`src/hw/rtl/brts_pkg.sv`:
```
package brts_pkg;

    // Operand width of the shared divider. Coordinates and tile sizes are 16 bits.
    localparam int DIV_W = 16;
    localparam int DIV_CNT_W = $clog2(DIV_W);

    // Width of the configuration address: three 32-bit registers at 0, 4 and 8.
    localparam int APB_ADDR_W = 4;

    typedef struct packed {
        logic             start;
        logic [DIV_W-1:0] dividend;
        logic [DIV_W-1:0] divisor;
    } div_req_t;

    typedef struct packed {
        logic             done;
        logic [DIV_W-1:0] quot;
        logic [DIV_W-1:0] rem;
    } div_rsp_t;

endpackage

```
`src/hw/rtl/brts_div.sv`:
```
// Restoring divider, one quotient bit per cycle. The divisor must be nonzero.
module brts_div
    import brts_pkg::*;
(
    input  logic     clk,
    input  logic     rst_n,
    input  div_req_t req,
    output div_rsp_t rsp
);

    logic                 busy_reg, busy_next;
    logic                 done_reg, done_next;
    logic [DIV_CNT_W-1:0] cnt_reg, cnt_next;
    logic [DIV_W-1:0]     quot_reg;
    logic [DIV_W-1:0]     rem_reg;
    logic [DIV_W-1:0]     den_reg;

    logic [DIV_W:0]       trial;
    logic [DIV_W:0]       diff;
    logic                 fits;

    always_comb
    begin
        trial = {rem_reg, quot_reg[DIV_W-1]};
        diff  = trial - {1'b0, den_reg};
        fits  = (trial >= {1'b0, den_reg});
    end

    always_comb
    begin
        busy_next = busy_reg;
        done_next = 1'b0;
        cnt_next  = cnt_reg;
        if (req.start)
        begin
            busy_next = 1'b1;
            cnt_next  = '0;
        end
        else if (busy_reg)
        begin
            cnt_next = cnt_reg + 1'b1;
            if (cnt_reg == DIV_CNT_W'(DIV_W - 1))
            begin
                busy_next = 1'b0;
                done_next = 1'b1;
            end
        end
    end

    always_ff @(posedge clk or negedge rst_n)
    begin
        if (!rst_n)
        begin
            busy_reg <= 1'b0;
            done_reg <= 1'b0;
            cnt_reg  <= '0;
        end
        else
        begin
            busy_reg <= busy_next;
            done_reg <= done_next;
            cnt_reg  <= cnt_next;
        end
    end

    always_ff @(posedge clk)
    begin
        if (req.start)
        begin
            quot_reg <= req.dividend;
            rem_reg  <= '0;
            den_reg  <= req.divisor;
        end
        else if (busy_reg)
        begin
            quot_reg <= {quot_reg[DIV_W-2:0], fits};
            rem_reg  <= fits ? diff[DIV_W-1:0] : trial[DIV_W-1:0];
        end
    end

    assign rsp.done = done_reg;
    assign rsp.quot = quot_reg;
    assign rsp.rem  = rem_reg;

endmodule

```
`src/hw/rtl/blit_rect_tile_splitter.sv`:
```
// Tile splitter for blits on a surface stored as a grid of tiles.
// A request item on the req channel carries a rectangle on the tiled surface
// and a partner rectangle. For each tile the rectangle touches, one item leaves
// on the rsp channel, row by row and left to right, with the last one flagged.
// Requests that cannot be split are echoed once, flagged unsupported, and an
// empty rectangle produces no item at all.
// A request is checked in the cycle after it is taken. A request rejected by
// the flag, sub-surface or size checks goes to the pass state and is presented
// once the output register is free. Otherwise five divisions run back to back
// on one shared bit-serial divider, each as a start step, 16 quotient bits and
// a done step. A count step and the load of the first tile into the output
// register follow, then one tile per cycle while the receiver keeps up.
// One request is handled at a time and req_ready is high only when the block is
// idle. req_ready may be high while the last result still waits in the output
// register.
// When rsp_ready is low the output register holds its item and the tile walk
// pauses. Reset returns the block to idle with no result pending and loads
// all three size registers with 2048.
module blit_rect_tile_splitter
    import brts_pkg::*;
#(
    parameter int MAX_TILES = 64
)
(
    input  logic                  clk,
    input  logic                  rst_n,

    input  logic                  psel,
    input  logic                  penable,
    input  logic                  pwrite,
    input  logic [APB_ADDR_W-1:0] paddr,
    input  logic [31:0]           pwdata,
    output logic [31:0]           prdata,
    output logic                  pready,

    input  logic                  req_valid,
    output logic                  req_ready,
    input  logic [15:0]           sub_index,
    input  logic [15:0]           rect_left,
    input  logic [15:0]           rect_top,
    input  logic [15:0]           rect_right,
    input  logic [15:0]           rect_bottom,
    input  logic [15:0]           peer_left,
    input  logic [15:0]           peer_top,
    input  logic [15:0]           peer_right,
    input  logic [15:0]           peer_bottom,
    input  logic                  mirror_horizontal,
    input  logic                  mirror_vertical,
    input  logic                  rotate_flag,

    output logic                  rsp_valid,
    input  logic                  rsp_ready,
    output logic [15:0]           tile_index,
    output logic [15:0]           clip_left,
    output logic [15:0]           clip_top,
    output logic [15:0]           clip_right,
    output logic [15:0]           clip_bottom,
    output logic [15:0]           out_peer_left,
    output logic [15:0]           out_peer_top,
    output logic [15:0]           out_peer_right,
    output logic [15:0]           out_peer_bottom,
    output logic                  unsupported,
    output logic                  last_piece
);

    // Tile counts up to MAX_TILES fit in CNT_W bits.
    localparam int CNT_W = $clog2(MAX_TILES + 1);

    localparam logic [1:0] REG_TILE_WIDTH  = 2'd0;
    localparam logic [1:0] REG_TILE_HEIGHT = 2'd1;
    localparam logic [1:0] REG_IMAGE_WIDTH = 2'd2;

    typedef enum logic [6:0] {
        S_IDLE      = 7'b0000001,
        S_CHECK     = 7'b0000010,
        S_DIV_START = 7'b0000100,
        S_DIV_WAIT  = 7'b0001000,
        S_COUNT     = 7'b0010000,
        S_EMIT      = 7'b0100000,
        S_PASS      = 7'b1000000
    } state_t;

    // Order of the divisions run on the shared divider.
    typedef enum logic [4:0] {
        DS_C0  = 5'b00001,
        DS_C1  = 5'b00010,
        DS_R0  = 5'b00100,
        DS_R1  = 5'b01000,
        DS_TPR = 5'b10000
    } div_step_t;

    // Configuration registers.
    logic [15:0] tile_width_reg;
    logic [15:0] tile_height_reg;
    logic [15:0] image_width_reg;
    logic        cfg_write;

    assign pready    = 1'b1;
    assign cfg_write = psel && penable && pwrite;

    always_ff @(posedge clk or negedge rst_n)
    begin
        if (!rst_n)
        begin
            tile_width_reg  <= 16'd2048;
            tile_height_reg <= 16'd2048;
            image_width_reg <= 16'd2048;
        end
        else if (cfg_write)
        begin
            case (paddr[3:2])
                REG_TILE_WIDTH:  tile_width_reg  <= pwdata[15:0];
                REG_TILE_HEIGHT: tile_height_reg <= pwdata[15:0];
                REG_IMAGE_WIDTH: image_width_reg <= pwdata[15:0];
                default: ;
            endcase
        end
    end

    always_comb
    begin
        case (paddr[3:2])
            REG_TILE_WIDTH:  prdata = {16'd0, tile_width_reg};
            REG_TILE_HEIGHT: prdata = {16'd0, tile_height_reg};
            REG_IMAGE_WIDTH: prdata = {16'd0, image_width_reg};
            default:         prdata = '0;
        endcase
    end

    // A tile size of zero behaves as a size of one.
    logic [15:0] tw_eff;
    logic [15:0] th_eff;

    assign tw_eff = (tile_width_reg == '0) ? 16'd1 : tile_width_reg;
    assign th_eff = (tile_height_reg == '0) ? 16'd1 : tile_height_reg;

    // Control state.
    state_t    state_reg, state_next;
    div_step_t step_reg, step_next;
    logic      rsp_valid_reg, rsp_valid_next;

    // Captured request.
    logic [15:0] sub_reg;
    logic [15:0] rl_reg, rt_reg, rr_reg, rb_reg;
    logic [15:0] pl_reg, pt_reg, pr_reg, pb_reg;
    logic        flag_reg;

    // Tile range, tiles per row and walk position.
    logic [15:0] c0_reg, c1_reg, r0_reg, r1_reg;
    logic [15:0] tpr_reg;
    logic [15:0] col_reg, row_reg;
    logic [15:0] base_reg;
    logic [16:0] ox0_reg, ox_reg, oy_reg;

    // Output register.
    logic [15:0] idx_out_reg;
    logic [15:0] cl_out_reg, ct_out_reg, cr_out_reg, cb_out_reg;
    logic [15:0] pl_out_reg, pt_out_reg, pr_out_reg, pb_out_reg;
    logic        uns_out_reg, last_out_reg;

    div_req_t div_req;
    div_rsp_t div_rsp;

    brts_div u_div
    (
        .clk   (clk),
        .rst_n (rst_n),
        .req   (div_req),
        .rsp   (div_rsp)
    );

    // Operand selection for the divider.
    always_comb
    begin
        div_req.start = (state_reg == S_DIV_START);
        case (step_reg)
            DS_C0:
            begin
                div_req.dividend = rl_reg;
                div_req.divisor  = tw_eff;
            end
            DS_C1:
            begin
                div_req.dividend = rr_reg - 16'd1;
                div_req.divisor  = tw_eff;
            end
            DS_R0:
            begin
                div_req.dividend = rt_reg;
                div_req.divisor  = th_eff;
            end
            DS_R1:
            begin
                div_req.dividend = rb_reg - 16'd1;
                div_req.divisor  = th_eff;
            end
            DS_TPR:
            begin
                div_req.dividend = image_width_reg;
                div_req.divisor  = tw_eff;
            end
            default:
            begin
                div_req.dividend = '0;
                div_req.divisor  = tw_eff;
            end
        endcase
    end

    // Request checks. The rectangle sizes are compared as 17-bit differences,
    // which keeps a reversed partner rectangle distinct from any real width.
    logic empty_rect;
    logic quick_reject;
    logic size_mismatch;

    assign empty_rect    = (rl_reg >= rr_reg) || (rt_reg >= rb_reg);
    assign size_mismatch = (({1'b0, rr_reg} - {1'b0, rl_reg}) != ({1'b0, pr_reg} - {1'b0, pl_reg}))
                        || (({1'b0, rb_reg} - {1'b0, rt_reg}) != ({1'b0, pb_reg} - {1'b0, pt_reg}));
    assign quick_reject  = (sub_reg != '0) || size_mismatch || flag_reg;

    // Tile count check. Each side is tested alone first so the product
    // needs only CNT_W bits per factor.
    logic [16:0]        ncols, nrows;
    logic [2*CNT_W-1:0] ncount;
    logic               too_many;
    logic [31:0]        base_full;

    always_comb
    begin
        ncols     = {1'b0, c1_reg} - {1'b0, c0_reg} + 17'd1;
        nrows     = {1'b0, r1_reg} - {1'b0, r0_reg} + 17'd1;
        ncount    = ncols[CNT_W-1:0] * nrows[CNT_W-1:0];
        too_many  = (ncols > 17'(MAX_TILES)) || (nrows > 17'(MAX_TILES))
                 || (ncount > (2*CNT_W)'(MAX_TILES));
        base_full = r0_reg * tpr_reg;
    end

    // Clip of the rectangle against the current tile.
    logic [16:0] rl17, rt17, rr17, rb17;
    logic [16:0] ox_end, oy_end;
    logic [16:0] x0, x1, y0, y1;
    logic [16:0] cl_d, ct_d, cr_d, cb_d;
    logic        last_col, last_row;

    always_comb
    begin
        rl17     = {1'b0, rl_reg};
        rt17     = {1'b0, rt_reg};
        rr17     = {1'b0, rr_reg};
        rb17     = {1'b0, rb_reg};
        ox_end   = ox_reg + {1'b0, tw_eff};
        oy_end   = oy_reg + {1'b0, th_eff};
        x0       = (rl17 > ox_reg) ? rl17 : ox_reg;
        y0       = (rt17 > oy_reg) ? rt17 : oy_reg;
        x1       = (rr17 < ox_end) ? rr17 : ox_end;
        y1       = (rb17 < oy_end) ? rb17 : oy_end;
        cl_d     = x0 - ox_reg;
        ct_d     = y0 - oy_reg;
        cr_d     = x1 - ox_reg;
        cb_d     = y1 - oy_reg;
        last_col = (col_reg == c1_reg);
        last_row = (row_reg == r1_reg);
    end

    logic out_free;
    logic out_load;

    assign out_free = !rsp_valid_reg || rsp_ready;
    assign out_load = out_free && ((state_reg == S_EMIT) || (state_reg == S_PASS));

    // Sequencer.
    always_comb
    begin
        state_next     = state_reg;
        step_next      = step_reg;
        rsp_valid_next = rsp_valid_reg;

        if (out_load)
        begin
            rsp_valid_next = 1'b1;
        end
        else if (rsp_ready)
        begin
            rsp_valid_next = 1'b0;
        end

        case (state_reg)
            S_IDLE:
            begin
                if (req_valid)
                begin
                    state_next = S_CHECK;
                end
            end
            S_CHECK:
            begin
                step_next = DS_C0;
                if (empty_rect)
                begin
                    state_next = S_IDLE;
                end
                else if (quick_reject)
                begin
                    state_next = S_PASS;
                end
                else
                begin
                    state_next = S_DIV_START;
                end
            end
            S_DIV_START:
            begin
                state_next = S_DIV_WAIT;
            end
            S_DIV_WAIT:
            begin
                if (div_rsp.done)
                begin
                    case (step_reg)
                        DS_C0:   step_next = DS_C1;
                        DS_C1:   step_next = DS_R0;
                        DS_R0:   step_next = DS_R1;
                        DS_R1:   step_next = DS_TPR;
                        default: step_next = DS_C0;
                    endcase
                    state_next = (step_reg == DS_TPR) ? S_COUNT : S_DIV_START;
                end
            end
            S_COUNT:
            begin
                state_next = too_many ? S_PASS : S_EMIT;
            end
            S_EMIT:
            begin
                if (out_load && last_col && last_row)
                begin
                    state_next = S_IDLE;
                end
            end
            S_PASS:
            begin
                if (out_load)
                begin
                    state_next = S_IDLE;
                end
            end
            default:
            begin
                state_next = S_IDLE;
            end
        endcase
    end

    always_ff @(posedge clk or negedge rst_n)
    begin
        if (!rst_n)
        begin
            state_reg     <= S_IDLE;
            step_reg      <= DS_C0;
            rsp_valid_reg <= 1'b0;
        end
        else
        begin
            state_reg     <= state_next;
            step_reg      <= step_next;
            rsp_valid_reg <= rsp_valid_next;
        end
    end

    // Datapath registers.
    always_ff @(posedge clk)
    begin
        if ((state_reg == S_IDLE) && req_valid)
        begin
            sub_reg  <= sub_index;
            rl_reg   <= rect_left;
            rt_reg   <= rect_top;
            rr_reg   <= rect_right;
            rb_reg   <= rect_bottom;
            pl_reg   <= peer_left;
            pt_reg   <= peer_top;
            pr_reg   <= peer_right;
            pb_reg   <= peer_bottom;
            flag_reg <= mirror_horizontal || mirror_vertical || rotate_flag;
        end

        // The first tile origin is the dividend minus its remainder.
        if ((state_reg == S_DIV_WAIT) && div_rsp.done)
        begin
            case (step_reg)
                DS_C0:
                begin
                    c0_reg  <= div_rsp.quot;
                    ox0_reg <= {1'b0, rl_reg - div_rsp.rem};
                end
                DS_C1:
                begin
                    c1_reg <= div_rsp.quot;
                end
                DS_R0:
                begin
                    r0_reg <= div_rsp.quot;
                    oy_reg <= {1'b0, rt_reg - div_rsp.rem};
                end
                DS_R1:
                begin
                    r1_reg <= div_rsp.quot;
                end
                DS_TPR:
                begin
                    tpr_reg <= div_rsp.quot + {15'd0, (div_rsp.rem != '0)};
                end
                default: ;
            endcase
        end

        if (state_reg == S_COUNT)
        begin
            col_reg  <= c0_reg;
            row_reg  <= r0_reg;
            ox_reg   <= ox0_reg;
            base_reg <= base_full[15:0];
        end

        // Walk to the next tile once the current one is in the output register.
        if ((state_reg == S_EMIT) && out_load)
        begin
            if (last_col)
            begin
                col_reg  <= c0_reg;
                ox_reg   <= ox0_reg;
                row_reg  <= row_reg + 16'd1;
                oy_reg   <= oy_end;
                base_reg <= base_reg + tpr_reg;
            end
            else
            begin
                col_reg <= col_reg + 16'd1;
                ox_reg  <= ox_end;
            end
        end

        if (out_load)
        begin
            if (state_reg == S_PASS)
            begin
                idx_out_reg  <= sub_reg;
                cl_out_reg   <= rl_reg;
                ct_out_reg   <= rt_reg;
                cr_out_reg   <= rr_reg;
                cb_out_reg   <= rb_reg;
                pl_out_reg   <= pl_reg;
                pt_out_reg   <= pt_reg;
                pr_out_reg   <= pr_reg;
                pb_out_reg   <= pb_reg;
                uns_out_reg  <= 1'b1;
                last_out_reg <= 1'b1;
            end
            else
            begin
                idx_out_reg  <= base_reg + col_reg;
                cl_out_reg   <= cl_d[15:0];
                ct_out_reg   <= ct_d[15:0];
                cr_out_reg   <= cr_d[15:0];
                cb_out_reg   <= cb_d[15:0];
                pl_out_reg   <= pl_reg + (x0[15:0] - rl_reg);
                pt_out_reg   <= pt_reg + (y0[15:0] - rt_reg);
                pr_out_reg   <= pl_reg + (x1[15:0] - rl_reg);
                pb_out_reg   <= pt_reg + (y1[15:0] - rt_reg);
                uns_out_reg  <= 1'b0;
                last_out_reg <= last_col && last_row;
            end
        end
    end

    assign req_ready       = (state_reg == S_IDLE);
    assign rsp_valid       = rsp_valid_reg;
    assign tile_index      = idx_out_reg;
    assign clip_left       = cl_out_reg;
    assign clip_top        = ct_out_reg;
    assign clip_right      = cr_out_reg;
    assign clip_bottom     = cb_out_reg;
    assign out_peer_left   = pl_out_reg;
    assign out_peer_top    = pt_out_reg;
    assign out_peer_right  = pr_out_reg;
    assign out_peer_bottom = pb_out_reg;
    assign unsupported     = uns_out_reg;
    assign last_piece      = last_out_reg;

endmodule
```
`config.mk`:
```
export PLATFORM = sky130hd
export DESIGN_NAME = blit_rect_tile_splitter
export DESIGN_NICKNAME = d
export VERILOG_FILES = /design/src/hw/rtl/brts_pkg.sv /design/src/hw/rtl/brts_div.sv /design/src/hw/rtl/blit_rect_tile_splitter.sv
export SDC_FILE = /design/constraint.sdc
export NUM_CORES = 2
export LEC_CHECK = 0
export BUFFER_PORTS_ARGS = -buffer_cell sky130_fd_sc_hd__buf_2
export CAP_MARGIN = 20
export CORE_ASPECT_RATIO = 1.2
export CORE_MARGIN = 4
export CORE_UTILIZATION = 45
export CTS_BUF_LIST = sky130_fd_sc_hd__clkbuf_16
export DETAILED_ROUTE_END_ITERATION = 10
export GPL_TIMING_DRIVEN = 1
export HOLD_SLACK_MARGIN = 0.03
export MAX_ROUTING_LAYER = met4
export SYNTH_ARGS = -nofsm -noshare
export SYNTH_HDL_FRONTEND = slang
export SYNTH_SLANG_ARGS = --single-unit
```
`constraint.sdc`:
```
create_clock -name clk -period 15.43 [get_ports clk]
set_input_delay 0 -clock clk [delete_from_list [all_inputs] [get_ports clk]]
set_output_delay 0 -clock clk [all_outputs]
set_load 0.02 [all_outputs]
```
== After elaboration in Yosys (flattened, before gate mapping) ==
Cells that the tools add are included.
Word-level totals
  output and inout port bits: 181
  flip-flop bits (word level): 584
Cells by class
  multiplexer cells: 59
  reduce and logical (&&, ||, !) cells: 39
  multiply operators: 2
  order comparisons: 10
  add/subtract/negate cells: 33
  equal/unequal tests: 23
Operators by type and width (number)
  16-bit two-way mux: 27
  16-bit subtractor: 11
  32-bit case mux with 5 select lines: 1
  17-bit two-way mux: 7
  16-bit by 16-bit subtractor with 17-bit output: 6
  16-bit adder: 6
  7-bit two-way mux: 7
  7-bit case mux with 7 select lines: 1
  16-bit case mux with 3 select lines: 1
  17-bit by 1-bit adder with 17-bit output, second input constant: 2
  17-bit by 16-bit adder with 17-bit output: 2
  16-bit by 17-bit greater-than comparator with 1-bit output: 2
  17-bit by 7-bit greater-than comparator with 1-bit output, second input constant: 2
  16-bit by 17-bit less-than comparator with 1-bit output: 2
  17-bit != test: 2
  16-bit by 1-bit adder with 16-bit output, second input constant: 2
  16-bit == test: 2
  16-bit >= comparator: 2
  16-bit zero test: 2
  16-bit nonzero test: 2
  16-bit by 1-bit subtractor with 16-bit output, second input constant: 2
  5-bit case mux with 4 select lines: 1
  2-bit AND reduction: 9
  17-bit by 16-bit >= comparator with 1-bit output: 1
  other kinds (32): 64

== Longest topological paths before layout ==
  depth in word-level cells: 8
  depth in mapped cells: 39

== Cells and area by module ==
A second synthesis with hierarchy kept.
Second synthesis, totals
  cell total of the unflattened synthesis: 5023
  area, all modules: 47989.8 µm²
By module, submodules not included
  blit_rect_tile_splitter: seq. area each 15125.8 µm², area each 44991.9 µm², cells each 4749, instances 1
  brts_div: seq. area each 1431.4 µm², area each 2997.9 µm², cells each 274, instances 1

== Worst setup path after synthesis ==
No wires, ideal clock.
  path kind: register -> register
  from: reg state_reg[1]
  to: reg cb_out_reg[0], in the netlist clip_bottom[0] (enable)
  library setup time: 0.654 ns
  period minus slack after synthesis: 8.101 ns
  arrival time: 7.447 ns
  setup slack: 7.329 ns
  data required time: 14.776 ns
  cell stages (with the launch flop): 5
  cells stage by stage: dfrtp_1 -> nor4_1 -> nor4b_1 -> nor2_1 -> nor2_1
Between the ends
  word-level cells in the longest chain between the ends: 3
RTL lines
  start, declared: RTL line blit_rect_tile_splitter.sv:138  | state_t state_reg, state_next;
  start signal, assigned: RTL line blit_rect_tile_splitter.sv:364  | state_reg <= state_next;
  7-bit by 6-bit == test with 1-bit output / 7-bit == test (equally long branches): RTL line blit_rect_tile_splitter.sv:269  | assign out_load = out_free && ((state_reg == S_EMIT) || (state_reg == S_PASS));
  1-bit logical OR (*): RTL line blit_rect_tile_splitter.sv:269
  1-bit logical AND (*): RTL line blit_rect_tile_splitter.sv:269
  via out_load: RTL line blit_rect_tile_splitter.sv:266  | logic out_load;
  end signal, assigned: RTL line blit_rect_tile_splitter.sv:451  | cb_out_reg <= rb_reg;
  end signal, assigned: RTL line blit_rect_tile_splitter.sv:465  | cb_out_reg <= cb_d[15:0];
  end, declared: RTL line blit_rect_tile_splitter.sv:157  | logic [15:0] cl_out_reg, ct_out_reg, cr_out_reg, cb_out_reg;
Mark *: on every way through the listed nets, which the timed path passes. The rest lies on a longest branch.
A chain may end at the register's enable or synchronous reset.

== Final worst setup path ==
  from: reg tile_height_reg[4]
  to: reg pb_out_reg[15], in the netlist out_peer_bottom[15], data pin
Between the ends
  word-level cells in the longest chain between the ends: 8
RTL lines
  start, declared: RTL line blit_rect_tile_splitter.sv:94  | logic [15:0] tile_height_reg;
  start signal, assigned: RTL line blit_rect_tile_splitter.sv:113  | REG_TILE_HEIGHT: tile_height_reg <= pwdata[15:0];
  16-bit zero test: RTL line blit_rect_tile_splitter.sv:135  | assign th_eff = (tile_height_reg == '0) ? 16'd1 : tile_height_reg;
  16-bit two-way mux (*): RTL line blit_rect_tile_splitter.sv:135
  17-bit by 16-bit adder with 17-bit output (*): RTL line blit_rect_tile_splitter.sv:252  | oy_end = oy_reg + {1'b0, th_eff};
  16-bit by 17-bit less-than comparator with 1-bit output: RTL line blit_rect_tile_splitter.sv:256  | y1 = (rb17 < oy_end) ? rb17 : oy_end;
  16-bit two-way mux (*): RTL line blit_rect_tile_splitter.sv:256
  16-bit subtractor (*): RTL line blit_rect_tile_splitter.sv:469  | pb_out_reg <= pt_reg + (y1[15:0] - rt_reg);
  16-bit adder (*): RTL line blit_rect_tile_splitter.sv:469
  16-bit two-way mux (*): RTL line blit_rect_tile_splitter.sv:445  | if (state_reg == S_PASS)
  end signal, assigned: RTL line blit_rect_tile_splitter.sv:455  | pb_out_reg <= pb_reg;
  end signal, assigned: RTL line blit_rect_tile_splitter.sv:469
  end, declared: RTL line blit_rect_tile_splitter.sv:158  | logic [15:0] pl_out_reg, pt_out_reg, pr_out_reg, pb_out_reg;
Mark *: on every way between the ends. The rest lies on a longest branch, timed or not.

==> impl_metrics.yaml <==
outcome:
  status: "finished clean"
yosys:
  synth_compound_gate_area_share_pct: 14.95
  synth_top_flop_cell: "edfxtp_1"
  synth-seq-area-share_pct: 34.81
  synthCells: 5001
  synth_common_cells: "537 x inv_1, 497 x ha_1, 452 x edfxtp_1"
  synth_fa_ha_area_share_pct: 20.74
  synth_top_family_by_area: "adder cells"
  async_flop_share_pct: 11.47
  avgSynthCellArea_um2: 9.510
  synth_seq_cells: 584
  synth.largest_area_cell: "edfxtp_1"
  synth.most_common_cell: "inv_1"
  synth_area_leaders: "edfxtp_1 29%, ha_1 13%, fa_1 7.6%, xnor2_1 5.3%, inv_1 4.2%"
  synth_top_area_share_pct: 28.54
  yosysWarnings: 0
  synth_xor_area_share_pct: 7.671
  yosys.area_share.simple_pct: 13.06
  synth_cell_type_count: 89
  synth-edff-count: 452
  synth_mux_area_share_pct: 2.965
  synthesis.area_mm2: 0.04756
route:
  drc: 0
  wire_per_inst_um: 22.52
  drt_wl_total_um: 156500
  vias: 39080
  antenna_left: 0
  via_per_inst: 5.624
  drtPass1Iterations: 8
  drt_iter0_markers: 2941
placed_design:
  placedCellCount: 6611
  dpl_cell_area_mm2: 0.05075
  gp_congestion: 0.9791
  hpwlAfterDp_um: 120700
  io_buffers: 335
global_routing:
  grt_max_degree: 86
  grt_pass1_wl_um: 236000
  grt_overflow: 0
  grt_pass1_vias: 39260
  grt_antenna_before_repair: 5
  track_usage_pct: 28.65
critical_path:
  worst_path_largest_cell_delay_ns: 0.60
  endpoint_kind: "flip-flop"
  arrival_ns: 10.06
  cp_top_family: "compound AO/OA/AOI/OAI gates"
  reg2regPathDepth: 35
  crit_fanout: 27
  startpoint_type: "flip-flop"
  path_buf_inv: 3
  critical_path_required_ns: 15.83
  cp_slowest_cell: "nor4_1"
  cpMostUsedCell: "o21ai_0"
  cp_num_cells: 35
  path_class: "flip-flop to flip-flop"
floorplan:
  start_util_pct: 45.40
  coreArea_mm2: 0.1048
  num_io_pins: 371
  die_h_um: 364.1
  fp.dieW_um: 304.8
  die_area_mm2: 0.1110
  rows: 130
cells_and_area:
  drive_gt1_share_pct: 10.96
  fin_nets: 6373
  final_cell_count_no_fill: 6949
  area_growth_pct: 15.79
  final_area_mm2: 0.05507
  fillers: 9654
clock_tree:
  clock_latency_ns: 0.66
  clock_sinks: 584
  clk_pin_slew_ns: 0.06
  cts_tree: "yes"
  cts_buffers: 68
  root_buffer: "clkbuf_16"
  ctsResizeCount: 0
  htree_levels: 3
  clockBufferDepth: 3
timing:
  skew_ns: 0.03789
  fin_crit_ns: 9.655
  tns_ns: 0
  drv_slew: 0
  timing_hold_violations_final: 0
  clock.fmax_ghz: 0.1036
  timing.final.crit_share_pct: 62.57
  rsz0062_at_grt: "false"
  slew_headroom_pct: 23.48
  final-setup-viol-count: 0
  worstMarginPinSlew_ns: 1.148
pwr:
  leakage_nw: 24.04
  p_total_mw: 6.076
  power.density_mw_per_mm2: 110.3
  vdd_drop_max_mv: 0.1244
run:
  maxCapViolations: 0
worst_hold_path:
  min_path_type: "input pin to flip-flop"
  whs_path_depth: 2
cells in the final DEF, fill, tap and decap left out, types with 101 or more instances in the layout:
| cell | n |
|---|---|
| nor2_1 | 382 |
| a21oi_1 | 330 |
| edfxtp_1 | 452 |
| xor2_1 | 126 |
| o21ai_0 | 316 |
| buf_2 | 334 |
| inv_1 | 552 |
| nand2_1 | 439 |
| xnor2_1 | 288 |
| ha_1 | 497 |
| and2_1 | 101 |
| dlygate4sd3_1 | 208 |
| fa_1 | 181 |
report_power, final:
part	switching [mW]	leakage, nW	internal, mW	total (mW)
logic	1.39	17.3	0.946	2.33
registers	0.147	5.57	1.96	2.11
clock network	0.702	1.13	0.930	1.63
total	2.24	24.0	3.84	6.08
what timing repair did:
item | in CTS | in global routing
endpoints found under the hold margin | 297 | 0
setup endpoints to repair | 0 | 0
setup buffers | 0 | 0
hold buffers | 208 | 0
worst paths after layout:
kind / slack (ns) / to / start
min in group asynchronous: 0.49 / u_div.cnt_reg[3]$_DFFE_PN0P_ / rst_n
max in group asynchronous: 13.27 / tile_height_reg[0]$_DFFE_PN0P_ / rst_n
worst min register to register: 0.50 / row_reg[15]$_DFF_P_ / row_reg[15]$_DFF_P_
worst min-delay path: 0.07 / rb_reg[7]$_DFFE_PP_ / rect_bottom[7]
worst max-delay path: 5.77 / out_peer_bottom[15]$_DFFE_PP_ / tile_height_reg[4]$_DFFE_PN0P_
worst max register to register: 5.77 / out_peer_bottom[15]$_DFFE_PP_ / tile_height_reg[4]$_DFFE_PN0P_
cell type report:
cell class	instances	area (um2)	share of cell area [%]
Multi-Input combinational cell	3720	28400	51.58
Sequential cell	584	16560	30.07
Timing Repair Buffer	592	4133	7.505
Inverter	539	2023	3.674
Clock buffer	70	1752	3.181
Tap cell	1386	1734	3.149
Clock inverter	54	455.4	0.8270
Antenna cell	4	10.01	0.01818
layer usage:
| layer | part of all wire [%] | up-vias | global-route usage [%] | wire (um) |
|---|---|---|---|---|
| met1 | 39 | 18880 | 32.78 | 60990 |
| met4 | 5.6 | 0 | 13.63 | 8731 |
| met3 | 5.3 | 391 | 3.504 | 8228 |
| met2 | 50 | 1327 | 50.16 | 78570 |
| met5 | 0 | - | - | 0 |
| li1 | - | 18480 | - | - |
stage by stage:
step / hold slack [ns] / setup WS (ns) / utilization, %
floorplan: -0.2956 / 7.329 / -
detailed placement: 0.1711 / 5.904 / 48.45
global placement: 0.1719 / 5.912 / 48.45
global route: 0.04711 / 5.309 / 52.57
finish: 0.06649 / 5.775 / 52.57
CTS: 0.03028 / 5.828 / 52.54
kinds of logic (layout without fill, tap and decap cells):
kind of cell	count (synthesis)	in the layout
other	2	21
flip-flops	584	584
buffers and inverters	712	1255
AND/OR/NAND/NOR	1338	1338
multiplexers	132	132
AO/OA/AOI/OAI	1138	1138
adder cells (fa/ha/maj)	680	680
XOR/XNOR	415	415
No activity file was read; power rests on OpenSTA's default activity.
